<file path="config.mk">
export PLATFORM = sky130hd
export DESIGN_NAME = yuv422_to_rgb_converter_top
export DESIGN_NICKNAME = d
export VERILOG_FILES = /design/src/hdl/yuvrgb_pkg.sv /design/src/hdl/yuvrgb_chroma.sv /design/src/hdl/yuvrgb_lane.sv /design/src/hdl/yuv422_to_rgb_converter_top.sv
export SDC_FILE = /design/constraint.sdc
export NUM_CORES = 1
export LEC_CHECK = 0
export BUFFER_PORTS_ARGS = -buffer_cell sky130_fd_sc_hd__buf_4
export CORE_ASPECT_RATIO = 0.8
export CORE_MARGIN = 5
export CORE_UTILIZATION = 30
export CTS_CLUSTER_DIAMETER = 30
export CTS_CLUSTER_SIZE = 28
export DETAILED_ROUTE_END_ITERATION = 10
export PLACE_DENSITY = 0.53
export SYNTH_ARGS = -nofsm -noshare
export SYNTH_HDL_FRONTEND = slang
export SYNTH_SLANG_ARGS = --single-unit
</file>
<file path="constraint.sdc">
create_clock -name clock -period 9.86 [get_ports clock]
set_clock_uncertainty 0.05 [all_clocks]
set_input_delay 0.986 -clock clock [delete_from_list [all_inputs] [get_ports clock]]
set_output_delay 0.986 -clock clock [all_outputs]
set_load 0.02 [all_outputs]
</file>
<file path="src/hdl/yuvrgb_pkg.sv">
// ----------------------------------------------------------------------------
// YUV 4:2:2 to RGB package
// Beat types, matrix codes, coefficient sets and the output clamp.
// ----------------------------------------------------------------------------
`default_nettype none

package yuvrgb_pkg;

   localparam int SUM_W   = 28;
   localparam int COEF_W  = 18;
   localparam int LUMA_W  = 17;
   localparam int FRAC_W  = 16;
   localparam int CHROMA_W = 8;

   typedef enum logic [1:0] {
      MATRIX_BT601_STUDIO = 2'd0,
      MATRIX_BT709        = 2'd1,
      MATRIX_BT601_FULL   = 2'd2,
      MATRIX_SMPTE240M    = 2'd3
   } matrix_type;

   typedef struct packed {
      logic [7:0] luma_first;
      logic [7:0] chroma_v;
      logic [7:0] luma_second;
      logic [7:0] chroma_u;
      logic       frame_end_in;
   } req_beat_type;

   typedef struct packed {
      logic [7:0] red_first;
      logic [7:0] green_first;
      logic [7:0] blue_first;
      logic [7:0] red_second;
      logic [7:0] green_second;
      logic [7:0] blue_second;
      logic       frame_end_out;
   } rsp_beat_type;

   typedef struct packed {
      logic [7:0] red;
      logic [7:0] green;
      logic [7:0] blue;
   } pixel_type;

   // all coefficients in Q.16; studio BT.601 integer set scaled by 256
   typedef struct packed {
      logic [COEF_W-1:0]       kr;
      logic [COEF_W-1:0]       kgu;
      logic [COEF_W-1:0]       kgv;
      logic [COEF_W-1:0]       kb;
      logic [LUMA_W-1:0]       ky;
      logic signed [SUM_W-1:0] ofs;
   } coef_type;

   typedef struct packed {
      logic signed [SUM_W-1:0] r_term;
      logic signed [SUM_W-1:0] g_term;
      logic signed [SUM_W-1:0] b_term;
      matrix_type              matrix;
   } chroma_terms_type;

   function automatic coef_type coef_set(input matrix_type m);
      coef_type c;
      c.ky  = LUMA_W'(65536);
      c.ofs = '0;
      case (m)
         MATRIX_BT601_STUDIO: begin
            c.kr  = COEF_W'(104704);
            c.kgu = COEF_W'(25600);
            c.kgv = COEF_W'(53248);
            c.kb  = COEF_W'(132096);
            c.ky  = LUMA_W'(76288);
            // -16 * 298 * 256 plus the rounding half
            c.ofs = -SUM_W'(1187840);
         end
         MATRIX_BT709: begin
            c.kr  = COEF_W'(103206);
            c.kgu = COEF_W'(12276);
            c.kgv = COEF_W'(30679);
            c.kb  = COEF_W'(121609);
         end
         MATRIX_BT601_FULL: begin
            c.kr  = COEF_W'(91881);
            c.kgu = COEF_W'(22553);
            c.kgv = COEF_W'(46802);
            c.kb  = COEF_W'(116130);
         end
         MATRIX_SMPTE240M: begin
            c.kr  = COEF_W'(103285);
            c.kgu = COEF_W'(14877);
            c.kgv = COEF_W'(31261);
            c.kb  = COEF_W'(119669);
         end
         default: begin
            c.kr  = '0;
            c.kgu = '0;
            c.kgv = '0;
            c.kb  = '0;
         end
      endcase
      return c;
   endfunction

   // floor shift by FRAC_W, then saturate to 0..255
   function automatic logic [7:0] clamp_pixel(input logic signed [SUM_W-1:0] s);
      logic signed [SUM_W-FRAC_W-1:0] q;
      logic [7:0]                     r;
      q = s[SUM_W-1:FRAC_W];
      if (q < 0) begin
         r = 8'd0;
      end else if (q > (SUM_W-FRAC_W)'(255)) begin
         r = 8'd255;
      end else begin
         r = q[7:0];
      end
      return r;
   endfunction

endpackage

`default_nettype wire

</file>
<file path="src/hdl/yuvrgb_chroma.sv">
// ----------------------------------------------------------------------------
// YUV to RGB chroma stage
// Products of the centered chroma with the selected matrix, shared by lanes.
// ----------------------------------------------------------------------------
`default_nettype none

module yuvrgb_chroma (
   input  wire logic                          clock,
   input  wire logic [7:0]                    chroma_v,
   input  wire logic [7:0]                    chroma_u,
   input  wire yuvrgb_pkg::matrix_type        matrix,
   output yuvrgb_pkg::chroma_terms_type       terms
);
   import yuvrgb_pkg::*;

   localparam int PROD_W = COEF_W + CHROMA_W + 1;

   coef_type                    coef;
   logic signed [CHROMA_W-1:0]  v_c;
   logic signed [CHROMA_W-1:0]  u_c;
   logic signed [PROD_W-1:0]    prod_r;
   logic signed [PROD_W-1:0]    prod_gu;
   logic signed [PROD_W-1:0]    prod_gv;
   logic signed [PROD_W-1:0]    prod_b;
   chroma_terms_type            terms_in;
   chroma_terms_type            terms_ff;

   always_comb begin
      coef = coef_set(matrix);
      // subtracting 128 from a byte is flipping its top bit
      v_c = $signed({~chroma_v[7], chroma_v[6:0]});
      u_c = $signed({~chroma_u[7], chroma_u[6:0]});
      prod_r  = PROD_W'($signed({1'b0, coef.kr})  * v_c);
      prod_gu = PROD_W'($signed({1'b0, coef.kgu}) * u_c);
      prod_gv = PROD_W'($signed({1'b0, coef.kgv}) * v_c);
      prod_b  = PROD_W'($signed({1'b0, coef.kb})  * u_c);
      terms_in.r_term = SUM_W'(prod_r);
      terms_in.g_term = -(SUM_W'(prod_gu) + SUM_W'(prod_gv));
      terms_in.b_term = SUM_W'(prod_b);
      terms_in.matrix = matrix;
   end

   always_ff @(posedge clock) begin
      terms_ff <= terms_in;
   end

   assign terms = terms_ff;

endmodule

`default_nettype wire

</file>
<file path="src/hdl/yuvrgb_lane.sv">
// ----------------------------------------------------------------------------
// YUV to RGB pixel lane
// Adds the scaled luma to the shared chroma terms and clamps one pixel.
// ----------------------------------------------------------------------------
`default_nettype none

module yuvrgb_lane (
   input  wire logic                          clock,
   input  wire logic [7:0]                    luma,
   input  wire yuvrgb_pkg::chroma_terms_type  terms,
   output yuvrgb_pkg::pixel_type              pixel
);
   import yuvrgb_pkg::*;

   localparam int YPROD_W = LUMA_W + 10;

   coef_type                  coef;
   logic signed [YPROD_W-1:0] y_prod;
   logic signed [SUM_W-1:0]   y_base;
   pixel_type                 pixel_in;
   pixel_type                 pixel_ff;

   always_comb begin
      coef   = coef_set(terms.matrix);
      y_prod = YPROD_W'($signed({1'b0, coef.ky}) * $signed({1'b0, luma}));
      y_base = SUM_W'(y_prod) + coef.ofs;
      pixel_in.red   = clamp_pixel(y_base + terms.r_term);
      pixel_in.green = clamp_pixel(y_base + terms.g_term);
      pixel_in.blue  = clamp_pixel(y_base + terms.b_term);
   end

   always_ff @(posedge clock) begin
      pixel_ff <= pixel_in;
   end

   assign pixel = pixel_ff;

endmodule

`default_nettype wire

</file>
<file path="src/hdl/yuv422_to_rgb_converter_top.sv">
// ----------------------------------------------------------------------------
// YUV 4:2:2 to RGB converter
// One macropixel in, two RGB pixels out over a two-stage pipeline.
//
//   channel  ports                         beat
//   req      start, busy, req_data         one macropixel
//   rsp      rsp_valid, rsp_data           two RGB pixels and frame end
//   csr      csr_wr_en, csr_wr_data        color matrix select
//
// One beat accepted per clock; busy is always low.
// Result passes the chroma multiply stage, then the lane add/clamp stage,
// and is shown for one cycle.
// Synchronous reset clears the pipeline valids and selects studio BT.601.
// ----------------------------------------------------------------------------
`default_nettype none

module yuv422_to_rgb_converter_top (
   input  wire logic                     clock,
   input  wire logic                     reset,
   input  wire logic                     start,
   output      logic                     busy,
   input  wire yuvrgb_pkg::req_beat_type req_data,
   output      logic                     rsp_valid,
   output      yuvrgb_pkg::rsp_beat_type rsp_data,
   input  wire logic                     csr_wr_en,
   input  wire logic [1:0]               csr_wr_data
);
   import yuvrgb_pkg::*;

   matrix_type       matrix_ff;
   matrix_type       matrix_in;
   logic             valid1_ff;
   logic             valid2_ff;
   logic             valid1_in;
   logic [7:0]       luma_first_ff;
   logic [7:0]       luma_second_ff;
   logic             frame_end1_ff;
   logic             frame_end2_ff;
   chroma_terms_type terms;
   pixel_type        pixel_first;
   pixel_type        pixel_second;

   assign busy      = 1'b0;
   assign valid1_in = start & ~busy;
   assign matrix_in = csr_wr_en ? matrix_type'(csr_wr_data) : matrix_ff;

   always_ff @(posedge clock) begin
      if (reset) begin
         matrix_ff <= MATRIX_BT601_STUDIO;
         valid1_ff <= 1'b0;
         valid2_ff <= 1'b0;
      end else begin
         matrix_ff <= matrix_in;
         valid1_ff <= valid1_in;
         valid2_ff <= valid1_ff;
      end
   end

   always_ff @(posedge clock) begin
      luma_first_ff  <= req_data.luma_first;
      luma_second_ff <= req_data.luma_second;
      frame_end1_ff  <= req_data.frame_end_in;
      frame_end2_ff  <= frame_end1_ff;
   end

   yuvrgb_chroma u_chroma (
      .clock    (clock),
      .chroma_v (req_data.chroma_v),
      .chroma_u (req_data.chroma_u),
      .matrix   (matrix_ff),
      .terms    (terms)
   );

   yuvrgb_lane u_lane_first (
      .clock (clock),
      .luma  (luma_first_ff),
      .terms (terms),
      .pixel (pixel_first)
   );

   yuvrgb_lane u_lane_second (
      .clock (clock),
      .luma  (luma_second_ff),
      .terms (terms),
      .pixel (pixel_second)
   );

   always_comb begin
      rsp_valid              = valid2_ff;
      rsp_data.red_first     = pixel_first.red;
      rsp_data.green_first   = pixel_first.green;
      rsp_data.blue_first    = pixel_first.blue;
      rsp_data.red_second    = pixel_second.red;
      rsp_data.green_second  = pixel_second.green;
      rsp_data.blue_second   = pixel_second.blue;
      rsp_data.frame_end_out = frame_end2_ff;
   end

endmodule

`default_nettype wire
</file>
; After elaboration in Yosys (flattened, before gate mapping)
; Cells that the tools add are included.
[totals]
register_bits = 154
latchBits = 0
mem_bits_rw = 0
mem_bits_ro = 0
mem_count = 0
[classes]
n_addsub = 10
mul = 6
div = 0
n_lt_le_gt_ge = 12
eq_ne = 3
shifts = 0
n_mux = 8
bitwise_logic = 2
reduce_logical = 2
[op_table]
columns = op, count
row1 = case mux 72 bit (4 select lines), 1
row2 = adder 28 x 27 -> 28 bit, 4
row3 = multiplier 19 x 8 -> 27 bit, 4
row4 = "> comparator 12 x 9 -> 1 bit, second input constant", 6
row5 = "less-than comparator 12 x 1 -> 1 bit, second input constant", 6
row6 = adder 27 x 28 -> 28 bit, 2
row7 = adder 28 bit, 2
row8 = multiplier 17 x 8 -> 25 bit, 2
row9 = two-way mux 8 bit, 6
row10 = two-way mux 42 bit, 1
row11 = adder 27 x 27 -> 28 bit, 1
row12 = negation 28 bit, 1
row13 = "equality test 2 bit, second input constant", 2
row14 = zero test 2 bit, 2
row15 = "equality test 2 x 1 -> 1 bit, second input constant", 1
row16 = inverter 1 bit, 2

; Depth between registers and ports, before layout
[logic_depth]
ltp_word = 7
ltp_mapped = 36
depth_no_buf = 34

; Hierarchy
; From an unflattened synthesis, not the netlist that was laid out.
[hier_totals]
cells_unflattened = 2881
hier_area_um2 = 26760.7
[by_module_without_submodules]
columns = mod, n_inst, cells_each, area_per_inst_um2
row1 = yuvrgb_chroma, 1, 1864, 17918.4
row2 = yuvrgb_lane at u_lane_first, 1, 525, 4339.2
row3 = yuvrgb_lane at u_lane_second, 1, 461, 4003.8
row4 = yuv422_to_rgb_converter_top, 1, 31, 499.2

; Worst setup path after synthesis
; Ideal clock, no wire load.
[synth_path]
path_kind = register -> register
start = register u_chroma.terms_ff (netlist bit u_chroma.terms[1])
end = register u_lane_first.pixel_ff (netlist bit u_lane_first.pixel[10])
arrival_ps = 7689
setup_slack_ps = 2006
path_stages_with_launch = 37
cell_sequence = dfxtp_1 > or2_2 > clkbuf_1 > inv_1 > buf_1 > and2_1 > ha_1 > ha_1 > ha_1 > fa_1 > ha_1 > a21o_1 > a21oi_1 > o21bai_1 > a21oi_1 > nand2b_1 > a21boi_0 > o21ai_0 > nand2b_1 > a21oi_1 > xnor2_1 > ha_1 > o21ai_0 > nor2_1 > nor2_1 > xnor2_1 > ha_1 > nand2_1 > nor2_1 > a221oi_1 > o21ai_0 > nor3_1 > a21bo_1 > a22oi_1 > nor2b_1 > mux2i_2 > o21a_1
[synth_between]
elab_chain_cells = 7
elab_cells_between_ends = 8
[synth_rtl]
columns = item, line_no
row1 = "start, declared", yuvrgb_chroma.sv:26  ; chroma_terms_type terms_ff;
row2 = "start signal, assigned", yuvrgb_chroma.sv:44  ; terms_ff <= terms_in;
row3 = zero test 2 bit (*), --
row4 = two-way mux 42 bit (*), yuvrgb_pkg.sv:67  ; case (m)
row5 = multiplier 17 x 8 -> 25 bit, yuvrgb_lane.sv:25  ; y_prod = YPROD_W'($signed({1'b0, coef.ky}) * $signed({1'b0, luma}));
row6 = adder 27 x 28 -> 28 bit (*), yuvrgb_lane.sv:26  ; y_base = SUM_W'(y_prod) + coef.ofs;
row7 = adder 28 bit (*), yuvrgb_lane.sv:28  ; pixel_in.green = clamp_pixel(y_base + terms.g_term);
row8 = > comparator 12 x 9 -> 1 bit, yuvrgb_pkg.sv:112  ; end else if (q > (SUM_W-FRAC_W)'(255)) begin
row9 = two-way mux 8 bit, yuvrgb_pkg.sv:112
row10 = "end signal, assigned", yuvrgb_lane.sv:33  ; pixel_ff <= pixel_in;
row11 = "end, declared", yuvrgb_lane.sv:21  ; pixel_type pixel_ff;
; Mark *: on every way between the ends. The rest lies on a longest branch, timed or not.
; A chain may end at the register's enable or synchronous reset.

==> metrics.md <==
| Metric | Value |
|---|---|
| Vias per Instance | `4.641` |
| Async SR Flop Fraction | `0%` |
| Final setup viols | `0` |
| Placed Instances | `3627` |
| WHS Endpoint | `frame_end2_ff` |
| Synth warn | `0` |
| Global routing's busiest layer | `met1` |
| First-pass GRT wire length | `103.2 mm` |
| Worst path cell trace | `clkinv_1 -> ha_1 -> or2_2 -> and2_1 -> ha_1 -> inv_1 -> fa_1 -> inv_1 -> fa_1 -> fa_1 -> fa_1 -> inv_1 -> fa_1 -> ha_1 -> and3_1 -> nand2_1 -> a2111oi_0 -> o21ai_0 -> a21oi_1 -> o311ai_1 -> a21boi_1 -> o21a_1 -> nor2_1 -> xnor2_1` |
| Worst setup margin | `0.8501 ns` |
| Reg2Reg Capture Point | `u_chroma.terms[55]` |
| Number of fill cells | `8221` |
| Slowest-stage cell, CP | `a2111oi_0` |
| IO Pins | `90` |
| CTS buffer count | `17` |
| Number of global-route vias before repair | `17.19k` |
| Hold Path Class | `flip-flop to flip-flop` |
| Drt drc | `0` |
| Gpl congestion | `0.9004` |
| Netlist cell types | `88` |
| WP buf/inv | `4` |
| Most frequent cells after synthesis | `inv_1, ha_1, fa_1` |
| Area of the multi-input gates | `19470 sq um` |
| Initial core utilization | `30.14%` |
| Mapped Area | `24160 sq um` |
| GR Util met1 | `24.44%` |
| Crit path max fanout | `21` |
| R2R Setup Slk | `0.85 ns` |
| Avg Cell Area, Syn | `9.588 sq um` |
| Drt pass-1 iters | `5` |
| RR Startpoint | `matrix_ff[0]` |
| Routed len/inst | `18.04 um` |
| Data arrival time of the worst path | `9.28 ns` |
| Slew Limit Fails | `0` |
| WL final | `66.00 mm` |
| Sink Count | `127` |
| Crit path kind | `flip-flop to flip-flop` |
| RSZ-0062 raised after global routing | `false` |
| Final setup TNS | `0 ns` |
| Final period utilization | `91.38%` |
| TritonCTS clock tree | `done` |
| WP data required | `10.13 ns` |
| Clock Tree Buf Depth | `2` |
| ANT nets after route | `0` |
| Synth Register Bits | `127` |
| Final hold vios | `0` |
| CTS Hold Buffers Added | `0` |
| CTS root buffer | `clkbuf_16` |
| Grt met3 use | `3.046%` |
| Status | `complete, no violations` |
| Hold_sp | `frame_end1_ff` |
| Largest net degree at the start of global routing | `27` |
| Core footprint | `80170 sq um` |
| Yosys top cell area share | `31.40%` |
| Area delta synth->final | `10.21%` |
| Cell family with most CP delay | `adder cells` |
| Horiz. Die Dim | `327.3 um` |
| Non-filler instance count after layout | `3659` |
| GRT Residual Overflow | `0` |
| Tmin final | `9.010 ns` |
| Placement Setup Slack | `1.134 ns` |
| Hold path depth | `0` |
| CP startpoint kind | `flip-flop` |
| Total GRT Usage | `15.43%` |
| Achievable Freq | `111.0 MHz` |
| Die H | `263.8 um` |
| Sequential Area | `2542 sq um` |
| Final net count | `3462` |
| DR iter-0 viols | `1189` |
| CTS H-tree lvls | `4` |
| Post-CTS Setup Bufs | `0` |
| Leading area contributor after synthesis | `fa_1` |
| Initial antenna violation count | `2` |
| Crit path largest cell delay | `1.10 ns` |
| Met2 Use GR | `22.23%` |
| Most used cell, CP | `fa_1` |
| Worst-path clk slew | `0.07 ns` |
| Count leader, synth | `inv_1` |
| Via count | `16.98k` |
| MaxCap Viol Count | `0` |
| Reg2reg path depth | `24` |
| Hold WS | `0.2805 ns` |
| Die area | `86350 sq um` |
| Share of layout cells above drive strength 1 | `6.809%` |
| Most area-consuming cells after synthesis | `fa_1, ha_1, dfxtp_1, inv_1, xnor2_1` |
| Post-CTS sizing | `0` |
| Most used flip-flop cell after synthesis | `dfxtp_1` |
| Number of synthesized flops with an enable pin | `0` |
| Slew @ Worst Pin | `1.295 ns` |
| Worst-Skew Late Latency | `0.43 ns` |
| Port bufs | `88` |
| Worst Setup End Kind | `flip-flop` |
| DP HPWL | `58.42 mm` |
| Post-Syn Instances | `2520` |
| Ant diodes | `0` |
| Rows | `93` |
| Max-slew headroom | `11.44%` |
| Sequential share of the synthesized area | `10.52%` |
[metal layers]
layer | wire length (um) | vias up
met5 | 13 | -
met4 | 502 | 2
met3 | 4249 | 36
met2 | 26700 | 459
met1 | 34540 | 8227
li1 | - | 8258
[registers in the layout (all words and copies together) (netlist names)]
register,count
rsp_valid,1
luma_first_ff,8
u_chroma.terms,57
matrix_ff,2
valid1_ff,1
frame_end2_ff,1
luma_second_ff,8
u_lane_second.pixel,24
frame_end1_ff,1
u_lane_first.pixel,24
[logic make-up (layout without fill, tap and decap cells)]
family | after synthesis | count (layout) | synth area share, %
adders and majority gates | 822 | 822 | 54.34
xor gates and xnor gates | 143 | 143 | 5.448
DFF | 127 | 127 | 10.52
other | 2 | 6 | 0.03108
AOI/OAI and AO/OA | 377 | 377 | 11.02
muxes | 3 | 3 | 0.1398
and+or+nand+nor | 473 | 473 | 9.554
buffers and inverters | 573 | 663 | 8.943
[metrics by stage]
stage,instance area [sq um],util [%]
after floorplan,24180,-
after global placement,26040,32.48
after detailed placement,26040,32.48
after CTS,26630,33.21
after global routing,26630,33.21
final,26630,33.21
[cells in the final DEF (no fill, tap or decap), drive strengths merged, types with 6 or more instances in the layout]
cell type and instances:
a211oi 10, a21boi 7, a21o 46, a21oi 101, a31oi 13, and2 48
and3 18, buf 93, clkbuf 18, conb 6, dfxtp 127, fa 379
ha 443, inv 541, nand2 118, nand2b 28, nand3 18, nand4 8
nor2 133, nor2b 35, nor3 34, o211ai 8, o21a 55, o21ai 56
o21bai 27, or2 13, xnor2 98, xor2 44
[worst reg2reg max path, stage by stage, from the launching register on]
cell	delay, ns
dfxtp_1	0.35
clkinv_1	0.33
ha_1	0.71
or2_2	0.61
and2_1	0.38
ha_1	0.36
inv_1	0.05
fa_1	0.53
inv_1	0.05
fa_1	0.53
fa_1	0.45
fa_1	0.55
inv_1	0.06
fa_1	0.42
ha_1	0.32
and3_1	0.22
nand2_1	0.07
a2111oi_0	1.10
o21ai_0	0.50
a21oi_1	0.47
o311ai_1	0.18
a21boi_1	0.25
o21a_1	0.20
nor2_1	0.06
xnor2_1	0.11
[worst max path at each step]
stage	endpoint	start	cells past startpoint
2_1_floorplan	u_lane_first.pixel[10]	u_chroma.terms[1]	36
3_3_place_gp	u_chroma.terms[55]	matrix_ff[0]	23
3_5_place_dp	u_chroma.terms[55]	matrix_ff[0]	23
4_1_cts	u_chroma.terms[55]	matrix_ff[0]	23
5_1_grt	u_chroma.terms[55]	matrix_ff[0]	23
6_report	u_chroma.terms[55]	matrix_ff[0]	24
[area by class of cell]
cell class                 count  share of cell area [%]
tap                         1045                   4.910
timing repair buffer          93                   2.622
sequential                   127                   9.548
multi-input combinational   1824                   73.13
inverter                     538                   7.584
clock buffer                  18                   1.612
clock inverter                14                  0.5967
Power is left out: the tool's default activity adds up to more than one toggle a clock period on the data nets, which glitch-free logic cannot reach.
